--- config.mk ---
export PLATFORM = sky130hd
export DESIGN_NAME = allm_ram
export DESIGN_NICKNAME = d
export VERILOG_FILES = /design/src/allm_ram.sv
export SDC_FILE = /design/constraint.sdc
export NUM_CORES = 2
export LEC_CHECK = 0
export BUFFER_PORTS_ARGS = -buffer_cell sky130_fd_sc_hd__buf_2
export CAP_MARGIN = 10
export CORE_ASPECT_RATIO = 2
export CORE_MARGIN = 2
export CORE_UTILIZATION = 65
export CTS_BUF_LIST = sky130_fd_sc_hd__clkbuf_4 sky130_fd_sc_hd__clkbuf_8
export DETAILED_ROUTE_END_ITERATION = 8
export GPL_ROUTABILITY_DRIVEN = 0
export PLACE_DENSITY_LB_ADDON = 0.15
export SLEW_MARGIN = 5
export SYNTH_ARGS = -nofsm -noshare
export SYNTH_HDL_FRONTEND = slang
export SYNTH_SLANG_ARGS = --single-unit
--- constraint.sdc ---
create_clock -name clk -period 4.8 [get_ports clk]
set_clock_uncertainty 0.05 [all_clocks]
set_input_delay 0.24 -clock clk [delete_from_list [all_inputs] [get_ports clk]]
set_output_delay 0.24 -clock clk [all_outputs]
set_load 0.02 [all_outputs]
--- src/allm_ram.sv ---
// ----------------------------------------------------------------------------
// allm_ram
// Generic single-port-write, single-port-read RAM with registered read data.
// ----------------------------------------------------------------------------
`default_nettype none

module allm_ram #(
    parameter int WIDTH = 8,
    parameter int DEPTH = 256
) (
    input  wire logic                     clk,
    input  wire logic                     we,
    input  wire logic [$clog2(DEPTH)-1:0] waddr,
    input  wire logic [WIDTH-1:0]         wdata,
    input  wire logic [$clog2(DEPTH)-1:0] raddr,
    output logic      [WIDTH-1:0]         rdata
);

    logic [WIDTH-1:0] mem [DEPTH];

    // write port
    always_ff @(posedge clk)
    begin
        if (we)
        begin
            mem[waddr] <= wdata;
        end
    end

    // registered read port
    always_ff @(posedge clk)
    begin
        rdata <= mem[raddr];
    end

endmodule

`default_nettype wire

Word-level counts from Yosys, hierarchy flattened
Memories as Yosys holds them, arrays and structs flattened. A register that Yosys moved wholly into a read port is not among the register bits.
Index checks and enable logic that the tools add are counted.
{"block": "word_totals", "n_memories": 1, "wordCells": 3, "out_inout_bits": 8, "ramBits": 2048, "ff_bits": 0}
{"block": "classes", "mux": 2}
{"name": "mem", "words": 256, "width": 8, "rd": 1, "rd_clocked_by_memory_dff": 1, "wr": 1, "line_no": "19", "text": "logic [WIDTH-1:0] mem [DEPTH];"}
{"operator": "1-bit two-way mux", "n": 2}

Logic depth before layout (Yosys ltp)
{"block": "logic_depth", "ltp_word": 2, "mapped_depth": 11, "mapped_depth_nobuf": 6}

Worst setup path before layout
No wires, ideal clock.
{"block": "synth_timing", "path_type": "input-to-reg", "startpoint": "input raddr[0]", "endpoint": "register rdata[2], read port of mem", "stages": 9, "required_time_ns": 4.619, "path_slack_ns": 2.572, "arrival_time_ns": 2.047, "cell_sequence": "buf_6 > buf_12 > buf_8 > buf_2 > mux4_2 > a22oi_1 > a21oi_1 > nor4_1 > nor4_2"}
{"element": "start, declared", "line_no": "15", "text": "input wire logic [$clog2(DEPTH)-1:0] raddr,"}
{"element": "end, declared", "line_no": "16", "text": "output logic [WIDTH-1:0] rdata"}

==> impl_metrics.yaml <==
floorplanning:
  die_y_um: 499
  dieArea_mm2: 0.125
  std_cell_rows: 181
  core_area_mm2: 0.122
  io_pins: 34
  start_util_pct: 65.4
  die_w_um: 251
timing:
  rsz0062_at_grt: "false"
  post-route-period-util_pct: 67.2
  timing.hold.ws_ns: -0.0758
  setup_tns_ns: 0
  max_freq_mhz: 310
  period_minus_slack_ns: 3.22
  slew_viol_final: 0
  tightest_slew_ns: 1.29
  setup_viol: 0
  hold_viol_final: 13
  relSlewSlack_pct: 14.1
layout:
  final_cell_mix: "edfxtp_1, mux4_2, clkbuf_8"
  nFillCells: 6979
  area_delta_synth_final_pct: 8.98
  num-nets-final: 3946
  final_common_cell: "edfxtp_1"
  postLayoutCellArea_mm2: 0.0867
  layout-drive-gt1-share_pct: 24.9
place:
  postPlaceCellArea_mm2: 0.0813
  dp_hpwl_um: 132000
  io_buffers: 33
logic_synthesis:
  avgSynthCellArea_um2: 21.3
  syn_area_mm2: 0.0796
  synth_edf_count: 2048
  async_flop_share_pct: 0
  yosys_warnings: 0
  ys_types: 55
  netlist_top_cells_area: "edfxtp_1, mux4_2, mux2i_1"
  ys_seq_area_share_pct: 77.5
  synth_top_area_share_pct: 77.3
  synth_cells: 3733
  ys_ff_latch: 2056
  synthFlopType: "edfxtp_1"
  syn_nets: 3759
  synth_area_leader_cell: "edfxtp_1"
setup_path:
  path_max_fanout: 96
  worstRegToRegCells: 5
  path_class: "input pin to flip-flop"
  timing.rr.start: "mem[15][7]"
  worstPathArrival_ns: 4.00
  worstPathRequired_ns: 5.58
  crit_path_end_kind: "flip-flop"
  r2r_slack_ns: 1.64
  r2r_end: "rdata[7]"
  cpMostUsedCell: "nor4_1"
  cpMaxStageDelayCell: "nor4_1"
  cpPeakStageDelay_ns: 1.11
  timing.critical_path.buf_inv: 1
  path_cells: "buf_8, nand3b_1, o22ai_1, o21ai_0, nand3_1, nor4_1, nor4_1"
  cp-start-kind: "input pin"
  critical_path.top_delay_family: "simple AND/OR/NAND/NOR gates"
cts:
  clock-sinks: 2056
  cts_inserted_buffers: 286
  cts_root_buf: "clkbuf_8"
  cts_max_level: 5
  path_clk_slew_ns: 0.07
  cts_max_path_buffers: 4
  cts_tree: "built"
  insertion_delay_ns: 1.01
global_routing:
  grt_pass1_vias: 41600
  grt.total_usage_pct: 33.4
  grt_max_degree: 208
  grt_first_pass_wirelength_um: 291000
  overflow: 0
  antenna_found_initial: 10
routing:
  route.met2.wl_um: 107000
  initialDrtViolationCount: 4695
  top_layer: "met5"
  viasPerCell: 6.95
  met1_length_um: 63300
  dr.pass1.iters: 7
  vias: 39500
  routedWlPerCell_um: 36.0
  routed_wirelength_um: 205000
  routed-wl-met3_um: 16700
  route.detailed.drc: 0
  drtAntennaViolNets: 0
pwr:
  power_switching_w: 0.00750
  switching_share_pct: 21.7
  power.share.clock_pct: 37.3
  powerDensity_mw_per_mm2: 399
  intPower_w: 0.0271
  leakagePower_nw: 26.8
  sequentialPowerShare_pct: 57.4
  ir_drop_mv: 0.409
  pwr-share-comb_pct: 5.3
job:
  drv_cap: 0
worst_hold_path:
  worstHoldStart: "wdata[5]"
  min_to: "mem[135][5]"
  min_path_cells: 1
  worstHoldPathType: "input pin to flip-flop"
run_status:
  status: "complete, but fails checks"
  violations: "hold timing"
## flip-flops by register name, indices dropped and copies added, names as in the netlist
signal  count
rdata       8
mem      2048
## cell type report
cell class                      instances  area [um2]  share of cell area, %
Clock inverter                         94         507                  0.584
Tap cell                             1555        1950                   2.24
Multi-Input combinational cell       1442       16500                   19.0
Antenna cell                            6        15.0                 0.0173
Sequential cell                      2056       61700                   71.1
Timing Repair Buffer                  132        1280                   1.47
Inverter                                2        7.51                0.00866
Clock buffer                          389        4800                   5.53
## kinds of logic (layout without fill, tap and decap cells)
group           Yosys count  count (layout)  share of synthesized area [%]
other cells               0               6                              0
compound gates          385             385                           3.42
flops                  2056            2056                           77.5
buf+inv                 235             617                           1.83
mux                     591             591                           14.6
simple gates            466             466                           2.63
## synthesized netlist by cell type, types with 2 or more instances
cell type and n:
o22ai_1 28, nand2b_1 8, a211oi_1 16, clkbuf_1 111, nand3_1 34, nand3b_1 2, buf_12 8, mux2i_1 134
nand4_1 10, a221oi_1 13, o21ai_0 10, o211ai_1 10, or2_2 4, buf_4 27, edfxtp_1 2048, a2111oi_0 2
a21oi_1 96, o21ai_1 2, o22a_1 5, nor3_1 22, nor4_2 3, dfxtp_1 8, mux4_2 454, mux4_1 2
buf_8 13, and2_1 6, a31oi_1 2, a2111oi_1 2, buf_2 31, a22oi_1 133, nor4_1 24, o221ai_1 46
buf_1 22, a311oi_1 2, nor2b_1 31, a22o_1 8, buf_6 21, and3b_1 2, nand2_1 33, nor2_1 282
o32ai_1 4
## layer usage
layer | track usage [%] | up-vias
met4 | 23.5 | 8
met1 | 37.0 | 20500
met2 | 57.7 | 2321
met5 | 0 | -
met3 | 6.83 | 628
li1 | - | 16000
## worst max path at each step
stage	from	endpoint	slack, ns	cells past startpoint
6_report	raddr[1]	rdata[7]	1.58	7
5_1_grt	raddr[0]	rdata[7]	1.66	8
4_1_cts	mem[15][7]	rdata[7]	1.75	5
3_5_place_dp	raddr[0]	rdata[7]	0.67	8
3_3_place_gp	raddr[0]	rdata[7]	0.69	8
2_1_floorplan	raddr[0]	rdata[2]	2.57	9
## worst register-to-register path: stages (launching register included)
cell	delay, ns
edfxtp_1	0.39
mux4_2	0.53
a22oi_1	0.47
a21oi_1	0.27
nor4_1	1.10
nor4_1	0.20
## per-stage QoR
step | hold WS (ns) | cells | worst slack (ns) | utilization [%] | total power, W
floorplan | 0.289 | 3733 | 2.57 | - | 0.0212
global placement | 0.662 | 5177 | 0.692 | 66.8 | 0.0220
detailed placement | 0.642 | 5177 | 0.665 | 66.8 | 0.0220
CTS | 0.0173 | 5670 | 1.75 | 71.3 | 0.0346
global route | 0.0177 | 5671 | 1.66 | 71.3 | 0.0354
finish | -0.0758 | 5676 | 1.58 | 71.3 | 0.0346
## power by group through the flow
stage	clock (W)	sequential, W	combinational, W
2_1_floorplan	0	0.0202	0.000961
6_report	0.0129	0.0198	0.00183
4_1_cts	0.0130	0.0198	0.00182
3_5_place_dp	0	0.0202	0.00181
3_3_place_gp	0	0.0202	0.00177
5_1_grt	0.0137	0.0198	0.00189
## what timing repair did
item / 4_1_cts / 5_1_grt
hold buffers: 10 / 0
endpoints found under the hold margin: 484 / 0
setup buffers: 0 / 0
resized for setup: 0 / 0
No activity file was read; power rests on OpenSTA's default activity.
