<file path="src/allm_pkg.sv">
// ----------------------------------------------------------------------------
// allm_pkg
// Shared types and constants of the array linked list manager: slot and value
// widths, operation and status codes, controller states and memory requests.
// ----------------------------------------------------------------------------
`default_nettype none

package allm_pkg;

    localparam int SLOTS      = 256;
    localparam int SLOT_W     = 8;
    localparam int VALUE_BITS = 32;
    localparam int PREV_W     = SLOT_W + 1;   // {in_use, prev link}

    typedef enum logic [1:0] {
        OP_INSERT = 2'd0,
        OP_APPEND = 2'd1,
        OP_DELETE = 2'd2,
        OP_FIND   = 2'd3
    } op_t;

    typedef enum logic [2:0] {
        ST_OK         = 3'd0,
        ST_FULL       = 3'd1,
        ST_BAD_INSERT = 3'd2,
        ST_BAD_DELETE = 3'd3,
        ST_NOT_FOUND  = 3'd4
    } status_t;

    typedef enum logic [3:0] {
        S_INIT,
        S_IDLE,
        S_RD1,
        S_RD2,
        S_WR1,
        S_WR2,
        S_FIND,
        S_FWAIT,
        S_DONE
    } state_t;

    // next link memory port
    typedef struct packed {
        logic              we;
        logic [SLOT_W-1:0] waddr;
        logic [SLOT_W-1:0] wdata;
        logic [SLOT_W-1:0] raddr;
    } next_req_t;

    // prev link / in-use memory port
    typedef struct packed {
        logic              we;
        logic [SLOT_W-1:0] waddr;
        logic [PREV_W-1:0] wdata;
        logic [SLOT_W-1:0] raddr;
    } prev_req_t;

    // value memory write port
    typedef struct packed {
        logic                  we;
        logic [SLOT_W-1:0]     waddr;
        logic [VALUE_BITS-1:0] wdata;
    } val_req_t;

    // finished request result
    typedef struct packed {
        logic              valid;
        status_t           status;
        logic [SLOT_W-1:0] slot;
        logic [SLOT_W-1:0] head;
        logic [SLOT_W-1:0] tail;
    } result_t;

endpackage

`default_nettype wire

</file>
<file path="src/allm_ctrl.sv">
// ----------------------------------------------------------------------------
// allm_ctrl
// Request sequencer: clears the link memories after reset, then runs each
// request as a series of link memory reads and, except for finds, writes.
// ----------------------------------------------------------------------------
`default_nettype none

module allm_ctrl (
    input  wire logic                              clk,
    input  wire logic                              rst_n,
    input  wire logic                              in_valid,
    output logic                                   in_ready,
    input  wire allm_pkg::op_t                     operation,
    input  wire logic [allm_pkg::SLOT_W-1:0]       slot,
    input  wire logic [allm_pkg::VALUE_BITS-1:0]   value,
    input  wire logic [allm_pkg::SLOT_W-1:0]       position,
    output allm_pkg::next_req_t                    next_req,
    input  wire logic [allm_pkg::SLOT_W-1:0]       next_rdata,
    output allm_pkg::prev_req_t                    prev_req,
    input  wire logic [allm_pkg::PREV_W-1:0]       prev_rdata,
    output allm_pkg::val_req_t                     val_req,
    output allm_pkg::result_t                      done,
    input  wire logic                              out_free
);

    import allm_pkg::*;

    state_t                state_reg, state_next;
    logic [SLOT_W-1:0]     cnt_reg, cnt_next;
    op_t                   op_reg, op_next;
    logic [SLOT_W-1:0]     at_reg, at_next;
    logic [SLOT_W-1:0]     cur_reg, cur_next;
    logic [SLOT_W-1:0]     pv_reg, pv_next;
    logic [VALUE_BITS-1:0] val_reg, val_next;
    logic [SLOT_W-1:0]     pos_reg, pos_next;
    logic [SLOT_W-1:0]     free_head_reg, free_head_next;
    logic [SLOT_W:0]       free_cnt_reg, free_cnt_next;
    logic [SLOT_W-1:0]     head_reg, head_next;
    logic [SLOT_W-1:0]     tail_reg, tail_next;
    status_t               st_reg, st_next;
    logic [SLOT_W-1:0]     res_reg, res_next;
    logic                  is_insert;

    // control state
    always_ff @(posedge clk or negedge rst_n)
    begin
        if (!rst_n)
        begin
            state_reg     <= S_INIT;
            cnt_reg       <= '0;
            free_head_reg <= SLOT_W'(1);
            free_cnt_reg  <= (SLOT_W+1)'(SLOTS - 1);
            head_reg      <= '0;
            tail_reg      <= '0;
        end
        else
        begin
            state_reg     <= state_next;
            cnt_reg       <= cnt_next;
            free_head_reg <= free_head_next;
            free_cnt_reg  <= free_cnt_next;
            head_reg      <= head_next;
            tail_reg      <= tail_next;
        end
    end

    // request payload
    always_ff @(posedge clk)
    begin
        op_reg  <= op_next;
        at_reg  <= at_next;
        cur_reg <= cur_next;
        pv_reg  <= pv_next;
        val_reg <= val_next;
        pos_reg <= pos_next;
        st_reg  <= st_next;
        res_reg <= res_next;
    end

    assign is_insert = (op_reg == OP_INSERT) || (op_reg == OP_APPEND);

    // sequencer
    always_comb
    begin
        state_next     = state_reg;
        cnt_next       = cnt_reg;
        op_next        = op_reg;
        at_next        = at_reg;
        cur_next       = cur_reg;
        pv_next        = pv_reg;
        val_next       = val_reg;
        pos_next       = pos_reg;
        free_head_next = free_head_reg;
        free_cnt_next  = free_cnt_reg;
        st_next        = st_reg;
        res_next       = res_reg;
        next_req       = '0;
        prev_req       = '0;
        val_req        = '0;
        in_ready       = 1'b0;
        done           = '0;

        unique case (state_reg)
            // clearing pass: free chain ascending, sentinel on itself
            S_INIT:
            begin
                next_req.we    = 1'b1;
                next_req.waddr = cnt_reg;
                next_req.wdata = ((cnt_reg == '0) || (cnt_reg == SLOT_W'(SLOTS - 1)))
                                 ? '0 : cnt_reg + SLOT_W'(1);
                prev_req.we    = 1'b1;
                prev_req.waddr = cnt_reg;
                prev_req.wdata = {(cnt_reg == '0), SLOT_W'(0)};
                cnt_next       = cnt_reg + SLOT_W'(1);
                if (cnt_reg == SLOT_W'(SLOTS - 1))
                begin
                    state_next = S_IDLE;
                end
            end

            S_IDLE:
            begin
                in_ready = 1'b1;
                if (in_valid)
                begin
                    op_next  = operation;
                    val_next = value;
                    pos_next = position;
                    res_next = '0;
                    unique case (operation)
                        OP_INSERT, OP_APPEND:
                        begin
                            if (free_cnt_reg == '0)
                            begin
                                st_next    = ST_FULL;
                                state_next = S_DONE;
                            end
                            else
                            begin
                                at_next        = (operation == OP_APPEND) ? tail_reg : slot;
                                next_req.raddr = at_next;
                                prev_req.raddr = at_next;
                                state_next     = S_RD1;
                            end
                        end
                        OP_DELETE:
                        begin
                            if (slot == '0)
                            begin
                                st_next    = ST_BAD_DELETE;
                                state_next = S_DONE;
                            end
                            else
                            begin
                                at_next        = slot;
                                next_req.raddr = slot;
                                prev_req.raddr = slot;
                                state_next     = S_RD1;
                            end
                        end
                        OP_FIND:
                        begin
                            cur_next   = head_reg;
                            cnt_next   = '0;
                            state_next = S_FIND;
                        end
                    endcase
                end
            end

            // links and in-use flag of the addressed slot arrive
            S_RD1:
            begin
                if (!prev_rdata[PREV_W-1])
                begin
                    st_next    = is_insert ? ST_BAD_INSERT : ST_BAD_DELETE;
                    state_next = S_DONE;
                end
                else if (is_insert)
                begin
                    cur_next       = next_rdata;       // follower
                    pv_next        = free_head_reg;    // fresh slot
                    next_req.raddr = free_head_reg;
                    state_next     = S_RD2;
                end
                else
                begin
                    cur_next   = next_rdata;               // next neighbor
                    pv_next    = prev_rdata[SLOT_W-1:0];   // previous neighbor
                    state_next = S_WR1;
                end
            end

            // pop the free chain
            S_RD2:
            begin
                free_head_next = next_rdata;
                free_cnt_next  = free_cnt_reg - (SLOT_W+1)'(1);
                state_next     = S_WR1;
            end

            // relink the neighbors
            S_WR1:
            begin
                next_req.we    = 1'b1;
                next_req.waddr = is_insert ? at_reg : pv_reg;
                next_req.wdata = is_insert ? pv_reg : cur_reg;
                prev_req.we    = 1'b1;
                prev_req.waddr = cur_reg;
                prev_req.wdata = {1'b1, pv_reg};
                state_next     = S_WR2;
            end

            // write the taken or freed slot itself
            S_WR2:
            begin
                next_req.we = 1'b1;
                prev_req.we = 1'b1;
                st_next     = ST_OK;
                if (is_insert)
                begin
                    next_req.waddr = pv_reg;
                    next_req.wdata = cur_reg;
                    prev_req.waddr = pv_reg;
                    prev_req.wdata = {1'b1, at_reg};
                    val_req.we     = 1'b1;
                    val_req.waddr  = pv_reg;
                    val_req.wdata  = val_reg;
                    res_next       = pv_reg;
                end
                else
                begin
                    next_req.waddr = at_reg;
                    next_req.wdata = free_head_reg;
                    prev_req.waddr = at_reg;
                    prev_req.wdata = '0;
                    free_head_next = at_reg;
                    free_cnt_next  = free_cnt_reg + (SLOT_W+1)'(1);
                end
                state_next = S_DONE;
            end

            // position search, one next link read per hop
            S_FIND:
            begin
                if (cur_reg == '0)
                begin
                    st_next    = ST_NOT_FOUND;
                    state_next = S_DONE;
                end
                else if (cnt_reg == pos_reg)
                begin
                    st_next    = ST_OK;
                    res_next   = cur_reg;
                    state_next = S_DONE;
                end
                else
                begin
                    next_req.raddr = cur_reg;
                    state_next     = S_FWAIT;
                end
            end

            S_FWAIT:
            begin
                cur_next   = next_rdata;
                cnt_next   = cnt_reg + SLOT_W'(1);
                state_next = S_FIND;
            end

            S_DONE:
            begin
                done.valid  = 1'b1;
                done.status = st_reg;
                done.slot   = res_reg;
                done.head   = head_reg;
                done.tail   = tail_reg;
                if (out_free)
                begin
                    state_next = S_IDLE;
                end
            end

            default:
            begin
                state_next = S_IDLE;
            end
        endcase

        // sentinel links mirrored in registers
        head_next = (next_req.we && (next_req.waddr == '0)) ? next_req.wdata : head_reg;
        tail_next = (prev_req.we && (prev_req.waddr == '0)) ? prev_req.wdata[SLOT_W-1:0]
                                                             : tail_reg;
    end

endmodule

`default_nettype wire

</file>
<file path="config.mk">
export PLATFORM = sky130hd
export DESIGN_NAME = allm_ctrl
export DESIGN_NICKNAME = d
export VERILOG_FILES = /design/src/allm_pkg.sv /design/src/allm_ctrl.sv
export SDC_FILE = /design/constraint.sdc
export NUM_CORES = 1
export LEC_CHECK = 0
export ABC_CLOCK_PERIOD_IN_PS = 4400
export BUFFER_PORTS_ARGS = -buffer_cell sky130_fd_sc_hd__buf_4
export CAP_MARGIN = 5
export CORE_MARGIN = 4
export CORE_UTILIZATION = 53
export CTS_CLUSTER_DIAMETER = 150
export CTS_CLUSTER_SIZE = 40
export DETAILED_ROUTE_END_ITERATION = 10
export HOLD_SLACK_MARGIN = 0.02
export PLACE_DENSITY = 0.78
export SETUP_SLACK_MARGIN = 0.2
export SYNTH_ARGS = -nofsm -noshare
export SYNTH_HDL_FRONTEND = slang
export SYNTH_SLANG_ARGS = --single-unit
</file>
<file path="constraint.sdc">
create_clock -name clk -period 4.4 [get_ports clk]
set_clock_uncertainty 0.15 [all_clocks]
set_input_delay 0.22 -clock clk [delete_from_list [all_inputs] [get_ports clk]]
set_output_delay 0.22 -clock clk [all_outputs]
set_load 0.005 [all_outputs]
</file>
# After elaboration in Yosys (flattened, before gate mapping)
# Cells that the tools add are included.
# Widths: inputs -> output; s select.
[word_totals]
regBits = 122
out_inout_bits = 121
elab_cells = 139
inputBits = 71
[classes]
n_mux = 62
n_reduce_logical = 30
n_addsub = 3
n_eq_ne = 30
[op_table]
columns = ["op", "n"]
rows = [
  ["$mux 8", 25],
  ["$mux 41", 2],
  ["$pmux 8 s3", 3],
  ["$pmux 8 s2", 4],
  ["$pmux 18 s3", 1],
  ["$pmux 17 s3", 1],
  ["$logic_not 8->1", 5],
  ["$pmux 4 s9", 1],
  ["$mux 4", 8],
  ["$mux 28", 1],
  ["$ne 2x2->1 const B", 11],
  ["$mux 3", 7],
  ["$pmux 9 s2", 1],
  ["$mux 17", 1],
  ["$eq 4x3->1 const B", 4],
  ["$mux 16", 1],
  ["$pmux 3 s4", 1],
  ["$pmux 4 s3", 1],
  ["$reduce_and 5->1", 2],
  ["$add 9x1->9 const B", 1],
  ["$logic_not 9->1", 1],
  ["$mux 9", 1],
  ["$ne 3x3->1 const B", 3],
  ["$sub 9x1->9 const B", 1],
  ["24 further kinds", 38],
]

# Depth between registers and ports, before layout
[depth]
depth_word = 6
ltp_mapped = 14
depth_no_buf = 9

# Least setup slack after synthesis
# Ideal clock, no wire load.
[synth_timing]
path_type = "reg-to-reg"
from = "reg state_reg[1]"
to = "reg free_cnt_reg[8]"
n_path_buf = 5
period_less_slack_ns = 3.055
arrival_ns = 2.826
setup_ns = 0.079
required_time_ns = 4.171
slack_ns = 1.345
path_stages_with_launch = 15
cell_sequence = "dfrtp_1 > buf_4 > nand4bb_1 > buf_4 > inv_4 > buf_6 > clkbuf_1 > clkbuf_1 > fa_1 > nor2b_1 > o21ai_0 > a21oi_1 > o41ai_1 > mux2i_1 > xor2_1"
[synth_via]
elab_chain_len = 3
elab_cells_between_ends = 6
classes_between = "eq/ne: 3; mux: 1; reduce/logical: 2"
[synth_lines]
columns = ["item", "line", "source"]
rows = [
  ["start, declared", "allm_ctrl.sv:28", "state_t state_reg, state_next;"],
  ["start signal, assigned", "allm_ctrl.sv:58", "state_reg <= state_next;"],
  ["$eq 4x3->1 / $eq 4x2->1 (equally long branches)", "allm_ctrl.sv:103", "unique case (state_reg)"],
  ["$ne 2x2->1 (no line) / $reduce_bool 2->1 (equally long branches)", "n/a", ""],
  ["$reduce_and 2->1 (no line)", "n/a", ""],
  ["end signal, assigned", "allm_ctrl.sv:52", "free_cnt_reg <= (SLOT_W+1)'(SLOTS - 1);"],
  ["end signal, assigned", "allm_ctrl.sv:61", "free_cnt_reg <= free_cnt_next;"],
  ["end, declared", "allm_ctrl.sv:37", "logic [SLOT_W:0] free_cnt_reg, free_cnt_next;"],
]
# Parallel ways exist; a longest one is shown, timed or not.
# A chain may end at the register's enable or synchronous reset.

==> results_dict.tcl <==
set metrics [dict create \
    grt_usage_pct 34.3 \
    synth_seq_area_share_pct 49.3 \
    grt_pass1_wl_um 38500 \
    pin_count 192 \
    crit_top_cell "buf_4" \
    avgSynthCellArea_um2 10.8 \
    ys.warnings.count 0 \
    num_rows 41 \
    synth_commonest_cells "edfxtp_1, nand2_1, and3_1" \
    p_leak_uw 0.00432 \
    largest_register_ffs 32 \
    synth_area_leaders "edfxtp_1, dfrtp_1, mux2_2" \
    grt_overflow 0 \
    setup_ws_ns 0.702 \
    grt_pass1_vias 6677 \
    via_count 6802 \
    critPathBufInv 3 \
    rsz0062_at_grt "false" \
    antenna_found_initial 0 \
    dr_wl_met2_um 12400 \
    synthFlopType "edfxtp_1" \
    topRoutingLayerUsed "met4" \
    max_freq_ghz 0.270 \
    finalHoldViolCount 0 \
    crit_slowest_cell "dfrtp_1" \
    gp_congestion 0.940 \
    cts_resized 0 \
    final_cell_area_mm2 0.00979 \
    powerDensity_mw_per_mm2 548 \
    cts.reportedPaths.clkPinSlew_ns 0.06 \
    grt_max_degree 62 \
    wl_per_cell_um 24.0 \
    core_area_mm2 0.0127 \
    period_needed_ns 3.70 \
    yosysMostFrequentCell "edfxtp_1" \
    postCtsSetupRepairBufs 0 \
    vias_per_cell 6.36 \
    vdd_drop_max_mv 0.328 \
    place_area_mm2 0.00848 \
    synthDistinctLibCells 67 \
    dp_slack_ns 0.865 \
    status "finished, final reports clean" \
    dieArea_mm2 0.0150 \
    tightestPinTransition_ns 1.27 \
    drt_first_iter_violations 747 \
    crit_path_max_incr_delay_ns 0.66 \
    met3_length_um 2600 \
    final_layout_size_suffix_gt1_share_pct 33.1 \
    initial_utilization_pct 54.5 \
    worstSetupPathType "reg2out" \
    max_slew_margin_pct 14.9 \
    cts_buffers 17 \
    wl_met1_um 9540 \
    synthesis.area_mm2 0.00693 \
    clock-sinks 121 \
    synth_edf_count 76 \
    hold_path.class "in2reg" \
    fin_tns_setup_ns 0 \
    insertion_delay_ns 0.43 \
    nNetsFinal 965 \
    diodes 0 \
    die_height_um 122 \
    syn_inst 639 \
    maxSlewViolCount 0 \
    portBuffers 191 \
    ctsLongestPathBuffers 2 \
    cap_violations 0 \
    ant_nets 0 \
    root_buffer "clkbuf_16" \
    whs_ns 0.140 \
    async_flop_share_pct 37.2 \
    endpoint_kind "output pin" \
    drc_errors 0 \
    synth_area_leader_cell "edfxtp_1" \
    worst_setup_path_start_kind "flop" \
    ys_ff_latch 121 \
    cp_max_fo 61 \
    crit_required_ns 4.03 \
    synth_nets 720 \
    critPathTopFamily "buffers and inverters" \
    finalSetupViolCount 0 \
    drt_pass1_iterations 5 \
    fin_crit_sh_pct 84.0 \
    cts-htree-levels 4 \
    die_w_um 122 \
    synth_top_cell_area_share_pct 32.9 \
    synthToLayoutAreaGrowth_pct 41.3 \
    cts_tree "built" \
    worstPathCellList "nand4bb_1 -> inv_4 -> buf_4 -> a221oi_1 -> o22ai_1 -> buf_4" \
    worstPathArrival_ns 3.33 \
    totalWireLength_um 25700 \
    dp_hpwl_um 16900 \
    ctsHoldBuffers 68 \
]
-- worst reg2reg max path: stages (launching register included) --
cell and delay [ns]:
dfrtp_1 0.66, nand4bb_1 0.61, inv_4 0.63, fa_1 0.36, nor2b_1 0.06, o21ai_0 0.21, a21oi_1 0.12, o41ai_1 0.33
mux2i_1 0.29, xor2_1 0.17
-- power by group --
part	switching [uW]	internal, uW	leakage (uW)	total, uW
Sequential	320	1570	0.00125	1890
Clock	552	956	0.000300	1510
Combinational	1100	872	0.00276	1970
-- metal layers --
metal  vias up  GRT usage [%]
li1       2924              -
met1      3300           41.8
met2       492           56.3
met3        86           9.63
met4         0           16.1
met5         -              0
-- placed cells by master, fill, tap and decap left out, types with 10 or more instances in the layout --
cell	Yosys	final
a21oi_1	12	12
a221o_1	10	10
a221oi_1	28	28
a22o_1	16	16
a22oi_1	10	10
a31oi_1	11	11
and2_1	31	31
and3_1	43	43
buf_4	3	205
clkbuf_16	0	17
dfrtp_1	36	36
dlygate4sd3_1	0	68
edfxtp_1	76	76
inv_1	13	13
mux2_2	35	35
nand2_1	58	58
nor2_1	35	35
o21ai_0	31	31
xor2_1	14	14
-- cell families after synthesis --
logic type               after synthesis  share of synthesized area [%]
flip-flops                           121                           49.3
buffers and inverters                 61                           3.77
AND/OR/NAND/NOR                      222                           17.9
multiplexers                          52                           8.31
AO/OA/AOI/OAI                        152                           16.1
adder cells (fa/ha/maj)               10                           1.91
XOR/XNOR                              21                           2.65
-- worst paths after layout --
path	from	endpoint	slack, ns	cells after the start
max in group asynchronous	rst_n	cnt_reg[4]$_DFFE_PN0P_	3.45	2
min reg2reg	free_cnt_reg[8]$_DFFE_PN0P_	free_cnt_reg[8]$_DFFE_PN0P_	0.31	1
max	state_reg[3]$_DFFE_PN0P_	next_req[14]	0.70	6
max reg2reg	state_reg[3]$_DFFE_PN0P_	free_cnt_reg[8]$_DFFE_PN0P_	0.74	9
min	operation[0]	st_reg[1]$_DFFE_PP_	0.14	4
min in group asynchronous	rst_n	tail_reg[2]$_DFFE_PN0P_	0.20	2
-- stage by stage --
step | util [%] | std cells | power [uW]
3_3_place_gp | 66.7 | 969 | 3680
5_1_grt | 77.0 | 1069 | 5600
4_1_cts | 77.0 | 1069 | 5290
6_report | 77.0 | 1069 | 5370
2_1_floorplan | - | 639 | 2980
3_5_place_dp | 66.7 | 969 | 3750
-- cell type report --
type                       instances  area [um^2]
clock inverter                    13          195
clock buffer                      19          433
timing repair buffer             273         2220
tap                              172          215
sequential                       121         3420
multi-input combinational        457         3250
fill                             840         2930
inverter                          14         55.1
(Power assumes the default switching activity.)
